$ cat config.mk
export PLATFORM = sky130hd
export DESIGN_NAME = stepper_angle_microstepper_top
export DESIGN_NICKNAME = d
export VERILOG_FILES = /design/src/sam_pkg.sv /design/src/sam_front.sv /design/src/sam_queue.sv /design/src/sam_back.sv /design/src/stepper_angle_microstepper_top.sv
export SDC_FILE = /design/constraint.sdc
export NUM_CORES = 2
export LEC_CHECK = 0
export ABC_AREA = 1
export BUFFER_PORTS_ARGS = -buffer_cell sky130_fd_sc_hd__buf_2
export CAP_MARGIN = 20
export CORE_UTILIZATION = 55
export DETAILED_ROUTE_END_ITERATION = 10
export PLACE_DENSITY = 0.69
export SLEW_MARGIN = 25
export SYNTH_ARGS = -nofsm -noshare
export SYNTH_HDL_FRONTEND = slang
export SYNTH_SLANG_ARGS = --single-unit
$ cat constraint.sdc
create_clock -name clk -period 15.3 [get_ports clk]
set_input_delay 0 -clock clk [delete_from_list [all_inputs] [get_ports clk]]
set_output_delay 0 -clock clk [all_outputs]
set_load 0.02 [all_outputs]
$ cat src/sam_pkg.sv
// sam_pkg: shared types, codes and constants of the stepper angle microstepper
// holds the quarter-wave sine table and its lookup functions
// no dependencies
package sam_pkg;

  localparam logic [1:0] REQ_ANGLE = 2'd0;
  localparam logic [1:0] REQ_TICK  = 2'd1;
  localparam logic [1:0] REQ_ZERO  = 2'd2;

  localparam logic KIND_ACK  = 1'b0;
  localparam logic KIND_STEP = 1'b1;

  localparam int CFG_INDEX_W = 8;
  localparam logic [CFG_INDEX_W-1:0] CFG_PWM_TOP  = 8'd0;
  localparam logic [CFG_INDEX_W-1:0] CFG_STEPS_Q8 = 8'd1;

  localparam logic [15:0] PWM_TOP_RESET  = 16'd1000;
  localparam logic [15:0] STEPS_Q8_RESET = 16'd256;

  localparam int PHASE_STEPS_DEF = 128;
  localparam int DUTY_BITS_DEF   = 16;
  localparam int PHASE_W_MAX     = 10;
  localparam int QUEUE_DEPTH     = 4;

  localparam int FULL_TURN       = 360;
  localparam int HALF_TURN       = 180;
  localparam logic [14:0] STEP_SAT = 15'h7FFF;
  // floor(x/360) = (x * RECIP_360) >> 24, exact for every 16-bit x
  localparam logic [15:0] RECIP_360 = 16'd46604;
  localparam int RECIP_360_SHIFT = 24;

  localparam logic [14:0] QUARTER_WAVE [33] = '{
    15'd0,     15'd1608,  15'd3212,  15'd4808,  15'd6393,  15'd7962,  15'd9512,
    15'd11039, 15'd12540, 15'd14010, 15'd15447, 15'd16846, 15'd18205, 15'd19520,
    15'd20788, 15'd22006, 15'd23170, 15'd24279, 15'd25330, 15'd26320, 15'd27245,
    15'd28106, 15'd28899, 15'd29622, 15'd30274, 15'd30853, 15'd31357, 15'd31786,
    15'd32138, 15'd32413, 15'd32610, 15'd32729, 15'd32767
  };

  typedef struct packed {
    logic                   kind;
    logic                   accepted;
    logic [PHASE_W_MAX-1:0] phase;
    logic [14:0]            remaining;
    logic                   done;
  } entry_t;

  // magnitude of the Q1.15 sine at table index 0..127
  function automatic logic [14:0] wave_mag(input logic [6:0] idx);
    logic [1:0] quad;
    logic [5:0] r;
    quad = idx[6:5];
    r    = {1'b0, idx[4:0]};
    if (quad == 2'd0 || quad == 2'd2) begin
      wave_mag = QUARTER_WAVE[r];
    end else begin
      wave_mag = QUARTER_WAVE[6'd32 - r];
    end
  endfunction

  // sine strictly positive at table index 0..127
  function automatic logic wave_pos(input logic [6:0] idx);
    wave_pos = (idx[6] == 1'b0) && (idx != 7'd0);
  endfunction

endpackage

$ cat src/sam_front.sv
// sam_front: accepts requests, reduces angles modulo 360 and owns the move state
// writes command acknowledges and microstep orders into the queue; uses sam_pkg
module sam_front
  import sam_pkg::*;
#(
  parameter int PHASE_STEPS = PHASE_STEPS_DEF
) (
  input  logic        clk,
  input  logic        rst,
  input  logic        in_valid,
  output logic        in_ready,
  input  logic [1:0]  in_req,
  input  logic [15:0] in_angle,
  input  logic [15:0] steps_q8,
  input  logic        q_full,
  output logic        q_wr,
  output entry_t      q_wr_data
);

  localparam int PW = $clog2(PHASE_STEPS);

  // stage 1: reciprocal product for the modulo
  logic        s1_valid;
  logic [1:0]  s1_req;
  logic [15:0] s1_angle;
  logic [7:0]  s1_quot;
  // stage 2: reduced angle
  logic        s2_valid;
  logic [1:0]  s2_req;
  logic [8:0]  s2_angle;

  logic [8:0]    position_deg;
  logic [PW-1:0] phase_index;
  logic [14:0]   pending_steps;
  logic          reverse_dir;

  logic [8:0]    position_deg_next;
  logic [PW-1:0] phase_index_next;
  logic [14:0]   pending_steps_next;
  logic          reverse_dir_next;

  logic          emit;
  logic          s2_go;
  logic          s2_ready;
  logic [31:0]   recip_prod;
  logic [16:0]   mod_rem;
  logic signed [10:0] delta;
  logic [10:0]   delta_abs;
  logic [23:0]   steps_prod;
  logic [15:0]   steps_raw;
  logic [14:0]   steps_sat;
  logic [14:0]   pending_dec;
  logic [PW:0]   phase_inc;
  entry_t        entry;

  assign recip_prod = 32'(in_angle) * 32'(RECIP_360);
  assign mod_rem    = 17'(s1_angle) - 17'(s1_quot) * 17'(FULL_TURN);

  assign emit     = (s2_req == REQ_ANGLE) || ((s2_req == REQ_TICK) && (pending_steps != 15'd0));
  assign s2_go    = s2_valid && (!emit || !q_full);
  assign s2_ready = !s2_valid || s2_go;
  assign in_ready = !s1_valid || s2_ready;

  always_comb begin
    delta = $signed({2'b00, s2_angle}) - $signed({2'b00, position_deg});
    if (delta > 11'(HALF_TURN)) begin
      delta = delta - 11'(FULL_TURN);
    end else if (delta < -11'(HALF_TURN)) begin
      delta = delta + 11'(FULL_TURN);
    end
    delta_abs  = (delta < 0) ? 11'(-delta) : 11'(delta);
    steps_prod = 24'(delta_abs[7:0]) * 24'(steps_q8);
    steps_raw  = steps_prod[23:8];
    steps_sat  = (steps_raw > 16'(STEP_SAT)) ? STEP_SAT : steps_raw[14:0];
    pending_dec = pending_steps - 15'd1;
    phase_inc  = {1'b0, phase_index} + {{PW{1'b0}}, 1'b1};

    position_deg_next  = position_deg;
    phase_index_next   = phase_index;
    pending_steps_next = pending_steps;
    reverse_dir_next   = reverse_dir;

    entry.kind      = KIND_ACK;
    entry.accepted  = 1'b0;
    entry.phase     = PHASE_W_MAX'(phase_index);
    entry.remaining = pending_steps;
    entry.done      = 1'b0;

    case (s2_req)
      REQ_ANGLE: begin
        if (pending_steps == 15'd0) begin
          position_deg_next  = s2_angle;
          pending_steps_next = steps_sat;
          reverse_dir_next   = (delta < 0) && (steps_sat != 15'd0);
          entry.accepted     = 1'b1;
          entry.remaining    = steps_sat;
          entry.done         = (steps_sat == 15'd0);
        end
      end
      REQ_TICK: begin
        if (pending_steps != 15'd0) begin
          if (reverse_dir) begin
            phase_index_next = (phase_index == '0) ? PW'(PHASE_STEPS - 1) : phase_index - 1'b1;
          end else begin
            phase_index_next = (phase_inc >= (PW+1)'(PHASE_STEPS)) ? '0 : phase_inc[PW-1:0];
          end
          pending_steps_next = pending_dec;
          entry.kind         = KIND_STEP;
          entry.accepted     = 1'b1;
          entry.remaining    = pending_dec;
          entry.done         = (pending_dec == 15'd0);
        end
      end
      REQ_ZERO: begin
        position_deg_next = 9'd0;
      end
      default: begin
      end
    endcase
  end

  assign q_wr      = s2_go && emit;
  assign q_wr_data = entry;

  always_ff @(posedge clk) begin
    if (rst) begin
      s1_valid      <= 1'b0;
      s2_valid      <= 1'b0;
      position_deg  <= '0;
      phase_index   <= '0;
      pending_steps <= '0;
      reverse_dir   <= 1'b0;
    end else begin
      if (in_ready) begin
        s1_valid <= in_valid;
      end
      if (s2_ready) begin
        s2_valid <= s1_valid;
      end
      if (s2_go) begin
        position_deg  <= position_deg_next;
        phase_index   <= phase_index_next;
        pending_steps <= pending_steps_next;
        reverse_dir   <= reverse_dir_next;
      end
    end
  end

  always_ff @(posedge clk) begin
    if (in_ready) begin
      s1_req   <= in_req;
      s1_angle <= in_angle;
      s1_quot  <= recip_prod[RECIP_360_SHIFT+7:RECIP_360_SHIFT];
    end
    if (s2_ready) begin
      s2_req   <= s1_req;
      s2_angle <= mod_rem[8:0];
    end
  end

endmodule

$ cat src/sam_queue.sv
// sam_queue: short first-in first-out queue between front and back
// holds entry_t items; uses sam_pkg
module sam_queue
  import sam_pkg::*;
(
  input  logic   clk,
  input  logic   rst,
  input  logic   wr,
  input  entry_t wr_data,
  input  logic   rd,
  output entry_t rd_data,
  output logic   full,
  output logic   empty
);

  localparam int AW = $clog2(QUEUE_DEPTH);

  entry_t        mem [QUEUE_DEPTH];
  logic [AW-1:0] wr_ptr;
  logic [AW-1:0] rd_ptr;
  logic [AW:0]   count;

  assign full    = (count == (AW+1)'(QUEUE_DEPTH));
  assign empty   = (count == '0);
  assign rd_data = mem[rd_ptr];

  always_ff @(posedge clk) begin
    if (rst) begin
      wr_ptr <= '0;
      rd_ptr <= '0;
      count  <= '0;
    end else begin
      if (wr) begin
        wr_ptr <= wr_ptr + 1'b1;
      end
      if (rd) begin
        rd_ptr <= rd_ptr + 1'b1;
      end
      if (wr && !rd) begin
        count <= count + 1'b1;
      end else if (rd && !wr) begin
        count <= count - 1'b1;
      end
    end
  end

  always_ff @(posedge clk) begin
    if (wr) begin
      mem[wr_ptr] <= wr_data;
    end
  end

endmodule

$ cat src/sam_back.sv
// sam_back: turns queued items into results, sine/cosine lookup and coil duty scaling
// ends in the output register of the result stream; uses sam_pkg
module sam_back
  import sam_pkg::*;
#(
  parameter int PHASE_STEPS = PHASE_STEPS_DEF,
  parameter int DUTY_BITS   = DUTY_BITS_DEF
) (
  input  logic        clk,
  input  logic        rst,
  input  logic [15:0] pwm_top,
  input  logic        q_empty,
  output logic        q_rd,
  input  entry_t      q_rd_data,
  output logic        out_valid,
  input  logic        out_ready,
  output logic        out_kind,
  output logic        out_accepted,
  output logic [15:0] out_coil_a,
  output logic [15:0] out_coil_b,
  output logic [3:0]  out_pattern,
  output logic [6:0]  out_phase,
  output logic [14:0] out_remaining,
  output logic        out_done
);

  // table index = phase * 128 / PHASE_STEPS = (phase * IDX_RECIP) >> 20
  localparam int IDX_SHIFT = 27;
  localparam longint unsigned IDX_RECIP =
    ((longint'(1) << IDX_SHIFT) + PHASE_STEPS - 1) / PHASE_STEPS;
  localparam logic [16:0] DUTY_LIM = 17'((1 << DUTY_BITS) - 1);

  logic        b1_valid;
  entry_t      b1_entry;
  logic [6:0]  b1_idx;
  logic        b1_ready;
  logic        b2_ready;

  logic [35:0] idx_prod;
  logic [6:0]  cos_idx;
  logic [14:0] sin_mag;
  logic [14:0] cos_mag;
  logic [15:0] scale;
  logic [30:0] duty_a_prod;
  logic [30:0] duty_b_prod;
  logic [15:0] duty_a;
  logic [15:0] duty_b;

  assign b2_ready = !out_valid || out_ready;
  assign b1_ready = !b1_valid || b2_ready;
  assign q_rd     = !q_empty && b1_ready;

  assign idx_prod = 36'(q_rd_data.phase) * 36'(IDX_RECIP);

  always_comb begin
    cos_idx     = b1_idx + 7'd32;
    sin_mag     = wave_mag(b1_idx);
    cos_mag     = wave_mag(cos_idx);
    scale       = (pwm_top == 16'd0) ? 16'd0 : pwm_top - 16'd1;
    duty_a_prod = 31'(scale) * 31'(sin_mag);
    duty_b_prod = 31'(scale) * 31'(cos_mag);
    duty_a      = ({1'b0, duty_a_prod[30:15]} > DUTY_LIM) ? DUTY_LIM[15:0] : duty_a_prod[30:15];
    duty_b      = ({1'b0, duty_b_prod[30:15]} > DUTY_LIM) ? DUTY_LIM[15:0] : duty_b_prod[30:15];
  end

  always_ff @(posedge clk) begin
    if (rst) begin
      b1_valid  <= 1'b0;
      out_valid <= 1'b0;
    end else begin
      if (b1_ready) begin
        b1_valid <= q_rd;
      end
      if (b2_ready) begin
        out_valid <= b1_valid;
      end
    end
  end

  always_ff @(posedge clk) begin
    if (b1_ready) begin
      b1_entry <= q_rd_data;
      b1_idx   <= idx_prod[IDX_SHIFT-1:IDX_SHIFT-7];
    end
    if (b2_ready) begin
      out_kind      <= b1_entry.kind;
      out_accepted  <= b1_entry.accepted;
      out_phase     <= 7'(b1_entry.phase);
      out_remaining <= b1_entry.remaining;
      out_done      <= b1_entry.done;
      if (b1_entry.kind == KIND_STEP) begin
        out_coil_a  <= duty_a;
        out_coil_b  <= duty_b;
        out_pattern <= {!wave_pos(cos_idx), wave_pos(cos_idx),
                        !wave_pos(b1_idx), wave_pos(b1_idx)};
      end else begin
        out_coil_a  <= 16'd0;
        out_coil_b  <= 16'd0;
        out_pattern <= 4'd0;
      end
    end
  end

endmodule

$ cat src/stepper_angle_microstepper_top.sv
// stepper angle microstepper: one request per cycle and throughput of one item per cycle,
// both while m_tready keeps up; the state update stage sets the pace (one multiply)
// front: modulo and move state, queue of four items, back: table lookup and duty multiply
// rst is synchronous: clears the move state and loads register defaults, no clearing pass
// uses sam_pkg, sam_front, sam_queue, sam_back
module stepper_angle_microstepper_top
  import sam_pkg::*;
#(
  parameter int PHASE_STEPS = PHASE_STEPS_DEF,
  parameter int DUTY_BITS   = DUTY_BITS_DEF
) (
  input  logic                   clk,
  input  logic                   rst,
  input  logic                   s_tvalid,
  output logic                   s_tready,
  input  logic [15:0]            s_tdata,   // target_angle
  input  logic [1:0]             s_tuser,   // req_type
  output logic                   m_tvalid,
  input  logic                   m_tready,
  // accepted, coil_a_duty, coil_b_duty, drive_pattern, phase_out, steps_remaining, zero fill
  output logic [63:0]            m_tdata,
  output logic                   m_tuser,   // result_kind
  output logic                   m_tlast,   // move_done
  input  logic                   cfg_valid,
  output logic                   cfg_ready,
  input  logic [CFG_INDEX_W-1:0] cfg_index,
  input  logic [15:0]            cfg_data
);

  logic [15:0] pwm_top;
  logic [15:0] steps_per_degree_q8;

  logic        q_wr;
  entry_t      q_wr_data;
  logic        q_rd;
  entry_t      q_rd_data;
  logic        q_full;
  logic        q_empty;

  logic        out_accepted;
  logic [15:0] out_coil_a;
  logic [15:0] out_coil_b;
  logic [3:0]  out_pattern;
  logic [6:0]  out_phase;
  logic [14:0] out_remaining;

  assign cfg_ready = 1'b1;

  always_ff @(posedge clk) begin
    if (rst) begin
      pwm_top             <= PWM_TOP_RESET;
      steps_per_degree_q8 <= STEPS_Q8_RESET;
    end else if (cfg_valid && cfg_ready) begin
      case (cfg_index)
        CFG_PWM_TOP:  pwm_top             <= cfg_data;
        CFG_STEPS_Q8: steps_per_degree_q8 <= cfg_data;
        default: begin
        end
      endcase
    end
  end

  sam_front #(
    .PHASE_STEPS(PHASE_STEPS)
  ) u_front (
    .clk       (clk),
    .rst       (rst),
    .in_valid  (s_tvalid),
    .in_ready  (s_tready),
    .in_req    (s_tuser),
    .in_angle  (s_tdata),
    .steps_q8  (steps_per_degree_q8),
    .q_full    (q_full),
    .q_wr      (q_wr),
    .q_wr_data (q_wr_data)
  );

  sam_queue u_queue (
    .clk     (clk),
    .rst     (rst),
    .wr      (q_wr),
    .wr_data (q_wr_data),
    .rd      (q_rd),
    .rd_data (q_rd_data),
    .full    (q_full),
    .empty   (q_empty)
  );

  sam_back #(
    .PHASE_STEPS(PHASE_STEPS),
    .DUTY_BITS  (DUTY_BITS)
  ) u_back (
    .clk           (clk),
    .rst           (rst),
    .pwm_top       (pwm_top),
    .q_empty       (q_empty),
    .q_rd          (q_rd),
    .q_rd_data     (q_rd_data),
    .out_valid     (m_tvalid),
    .out_ready     (m_tready),
    .out_kind      (m_tuser),
    .out_accepted  (out_accepted),
    .out_coil_a    (out_coil_a),
    .out_coil_b    (out_coil_b),
    .out_pattern   (out_pattern),
    .out_phase     (out_phase),
    .out_remaining (out_remaining),
    .out_done      (m_tlast)
  );

  assign m_tdata = {5'd0, out_remaining, out_phase, out_pattern,
                    out_coil_b, out_coil_a, out_accepted};

endmodule

==> impl_metrics.csv <==
group,metric,value,unit
floorplanning,die_y,260,µm
placement,dp_slack,6.30,ns
routing,totalWireLength,94700,µm
routing,firstDrtPassIters,6,
routing,detail_route.wl_per_cell,17.9,µm
worst_setup_path,rrSetupSlack,6.13,ns
sta,timing.setup.tns,0,ns
clock_tree,clockBufferDepth,3,
clock_tree,clk_pin_slew,0.06,ns
worst_setup_path,cp_num_cells,31,
status,outcome,"finished, final reports clean",
worst_setup_path,crit_family,"adder cells",
synthesis,seq_area_frac_synth,21.6,%
sta,min_period_over_period,59.9,%
sta,maxSlewHeadroom,31.8,%
synthesis,synth_flop_cell,"edfxtp_1",
sta,setup_viol,0,
clock_tree,cts.sinks,289,
sta,hold_viol_final,0,
synthesis,synthDistinctLibCells,66,
clock_tree,cts-buffers-inserted,36,
synthesis,synth_compound_area_share,9.51,%
synthesis,synth_edf_count,214,
global_routing,grt_pass1_wl,156000,µm
job,cap_violations,0,
floorplanning,io_pins,116,
sta,finalCriticalPeriod,9.17,ns
placement,port_buffers,109,
layout,nets,5321,
worst_setup_path,max_stage_delay,0.78,ns
clock_tree,root_buffer,"clkbuf_16",
synthesis,ys_warn_count,0,
floorplanning,rows,94,
worst_setup_path,cpMaxStageDelayCell,"ha_1",
sta,fmax,109,MHz
synthesis,synth_largest_area_cell,"fa_1",
global_routing,grt.overflow.total,0,
worst_setup_path,critPathKind,"flip-flop to flip-flop",
synthesis,ys_top_cells_by_area,"fa_1 (27%), edfxtp_1 (18%), ha_1 (13%)",
floorplanning,coreArea,0.0659,mm²
sta,final.setup.worst_slack,6.13,ns
routing,antenna_left,0,
synthesis,yosys.area_share.adder,40.4,%
clock_tree,cts_tree,"yes",
worst_setup_path,cp-endpoint,"u_back.out_coil_b[14]",
global_routing,grt_pass1_vias,29500,
placement,dp_hpwl,73200,µm
worst_setup_path,worstReg2RegStart,"u_back.b1_idx[1]",
layout,n_fill_cell,5853,
worst_setup_path,cp-startpoint,"u_back.b1_idx[1]",
synthesis,netlist_area,0.0366,mm²
routing,drtIter0Drc,2364,
layout,seq_area,0.00793,mm²
clock_tree,htree_levels,2,
synthesis,avgSynthCellArea,8.48,µm²
worst_setup_path,crit_path_max_fanout,21,
sta,worst_pin_slew,1.01,ns
sta,rsz0062_at_grt,"false",
synthesis,synthCells,4322,
worst_setup_path,critical_path.endpoint_type,"flip-flop",
global_routing,antenna_found_initial,1,
layout,diodes,0,
min_path,min_path_type,"input pin to flip-flop",
layout,multi_input_area,0.0249,mm²
layout,final_common_cell,"inv_1",
global_routing,grt_max_degree,63,
floorplanning,dieArea,0.0676,mm²
synthesis,synth_top_family_by_area,"adder cells",
synthesis,yosys.area.top_type_share,27.2,%
worst_setup_path,critPathLaunchType,"flip-flop",
layout,final_layout_size_suffix_gt1_share,6.43,%
synthesis,synth.mux.area_fraction,0,%
floorplanning,start_util,55.6,%
global_routing,grt_usage,29.2,%
routing,via_count,29100,
worst_setup_path,worstPathRequired,15.63,ns
layout,layout_common_cells,"inv_1 (850), nand2_1 (801), fa_1 (497)",
routing,via_per_inst,5.52,
sta,finClkSkew,0.0351,ns
synthesis,ys_seq_elements,289,
routing,route.detailed.drc,0,
worst_setup_path,crit_buf_inv,5,
sta,slew_violations,0,
layout,synthToLayoutAreaGrowth,7.77,%
floorplanning,die_w,260,µm
synthesis,ys_async_sr_fraction,0,%
min_path,worstHoldStart,"cfg_valid",
worst_setup_path,worstRegToRegCells,31,
clock_tree,clock_latency,0.58,ns
worst_setup_path,rr_endpoint,"u_back.out_coil_b[14]",
worst_setup_path,cp.arrival,9.49,ns
placement,gp_congestion,0.967,
synthesis,synthSimpleGateAreaFrac,16.0,%
synthesis,synth_xor_area_share,1.86,%
==> worst min path at each step <==
| stage | to | slack, ns | cells past startpoint |
|---|---|---|---|
| CTS | u_front.s1_req[1] | 0.12 | 2 |
| finish | steps_per_degree_q8[13] | 0.13 | 3 |
| global placement | u_front.s1_req[0] | 0.18 | 1 |
| global route | u_front.s1_req[0] | 0.14 | 2 |
| floorplan | u_front.s1_angle[0] | 0.1 | 0 |
| detailed placement | u_front.s1_req[0] | 0.18 | 1 |
==> layout make-up <==
cell class / count / area share (%)
Multi-Input combinational cell: 3019 / 63.1
Sequential cell: 289 / 20.1
Clock buffer: 41 / 2.41
Timing Repair Buffer: 172 / 2.77
Clock inverter: 25 / 0.602
Inverter: 870 / 8.27
Tap cell: 864 / 2.74
==> metrics by stage <==
| step | cell area [µm²] | std cells | hold WS (ns) | utilization (%) |
|---|---|---|---|---|
| 6_report | 39500 | 5280 | 0.125 | 59.9 |
| 5_1_grt | 39500 | 5280 | 0.136 | 59.9 |
| 4_1_cts | 39500 | 5280 | 0.121 | 59.9 |
| 3_5_place_dp | 38000 | 5184 | 0.178 | 57.7 |
| 3_3_place_gp | 38000 | 5184 | 0.177 | 57.7 |
| 2_1_floorplan | 36600 | 4326 | 0.0989 | - |
==> state kept, by name (all words and copies together), names as in the netlist, 9 cells and up <==
signal / cells
u_queue.mem: 100
u_back.b1_entry: 18
pwm_top: 16
steps_per_degree_q8: 16
u_back.out_coil_a: 16
u_back.out_coil_b: 16
u_back.out_remaining: 15
u_front.pending_steps: 15
u_front.position_deg: 9
u_front.s1_angle: 9
u_front.s2_angle: 9
==> Yosys cell counts, types with 13 or more instances <==
master,count
xnor2_1,28
nand3_1,61
a21oi_1,233
a21o_1,13
clkbuf_1,125
edfxtp_1,214
nand2_1,802
nand4_1,24
ha_1,389
nor2_1,473
o21ai_0,188
o221ai_1,14
o22ai_1,28
o21ai_1,16
inv_1,850
a211oi_1,23
xor2_1,48
dfxtp_1,75
fa_1,497
nand2_2,13
nor3_1,22
a31oi_1,18
==> routing by layer <==
layer,track usage (%),vias to the layer above,wire length [µm]
li1,-,13700,-
met1,38.4,14200,38900
met2,49.7,1008,45700
met3,3.65,191,6570
met4,10.3,0,3500
met5,0,-,0
==> cell families (layout without fill, tap and decap cells) <==
kind of cell    count (synthesis)  in the layout
compound gates                605            605
xor+xnor                       77             77
fa+ha+maj                     886            886
buf+inv                      1018           1108
flops                         289            289
other cells                     2              6
simple gates                 1445           1445
==> worst register-to-register path, delay by kind of cell (launching register included) <==
kind	cells	cell delay, ns
buffers and inverters	5	0.77
and+or+nand+nor	10	1.93
adders and majority gates	9	4.33
DFF	1	0.66
AOI/OAI and AO/OA	7	1.26
==> what timing repair did <==
item / 4_1_cts / 5_1_grt
hold endpoints to repair: 50 / 0
hold buffers: 30 / 0
setup buffers: 0 / 0
resized for setup: 0 / 0
Power is not shown: default switching activity piles up to over one toggle a cycle in this logic, so the estimate is an artifact.
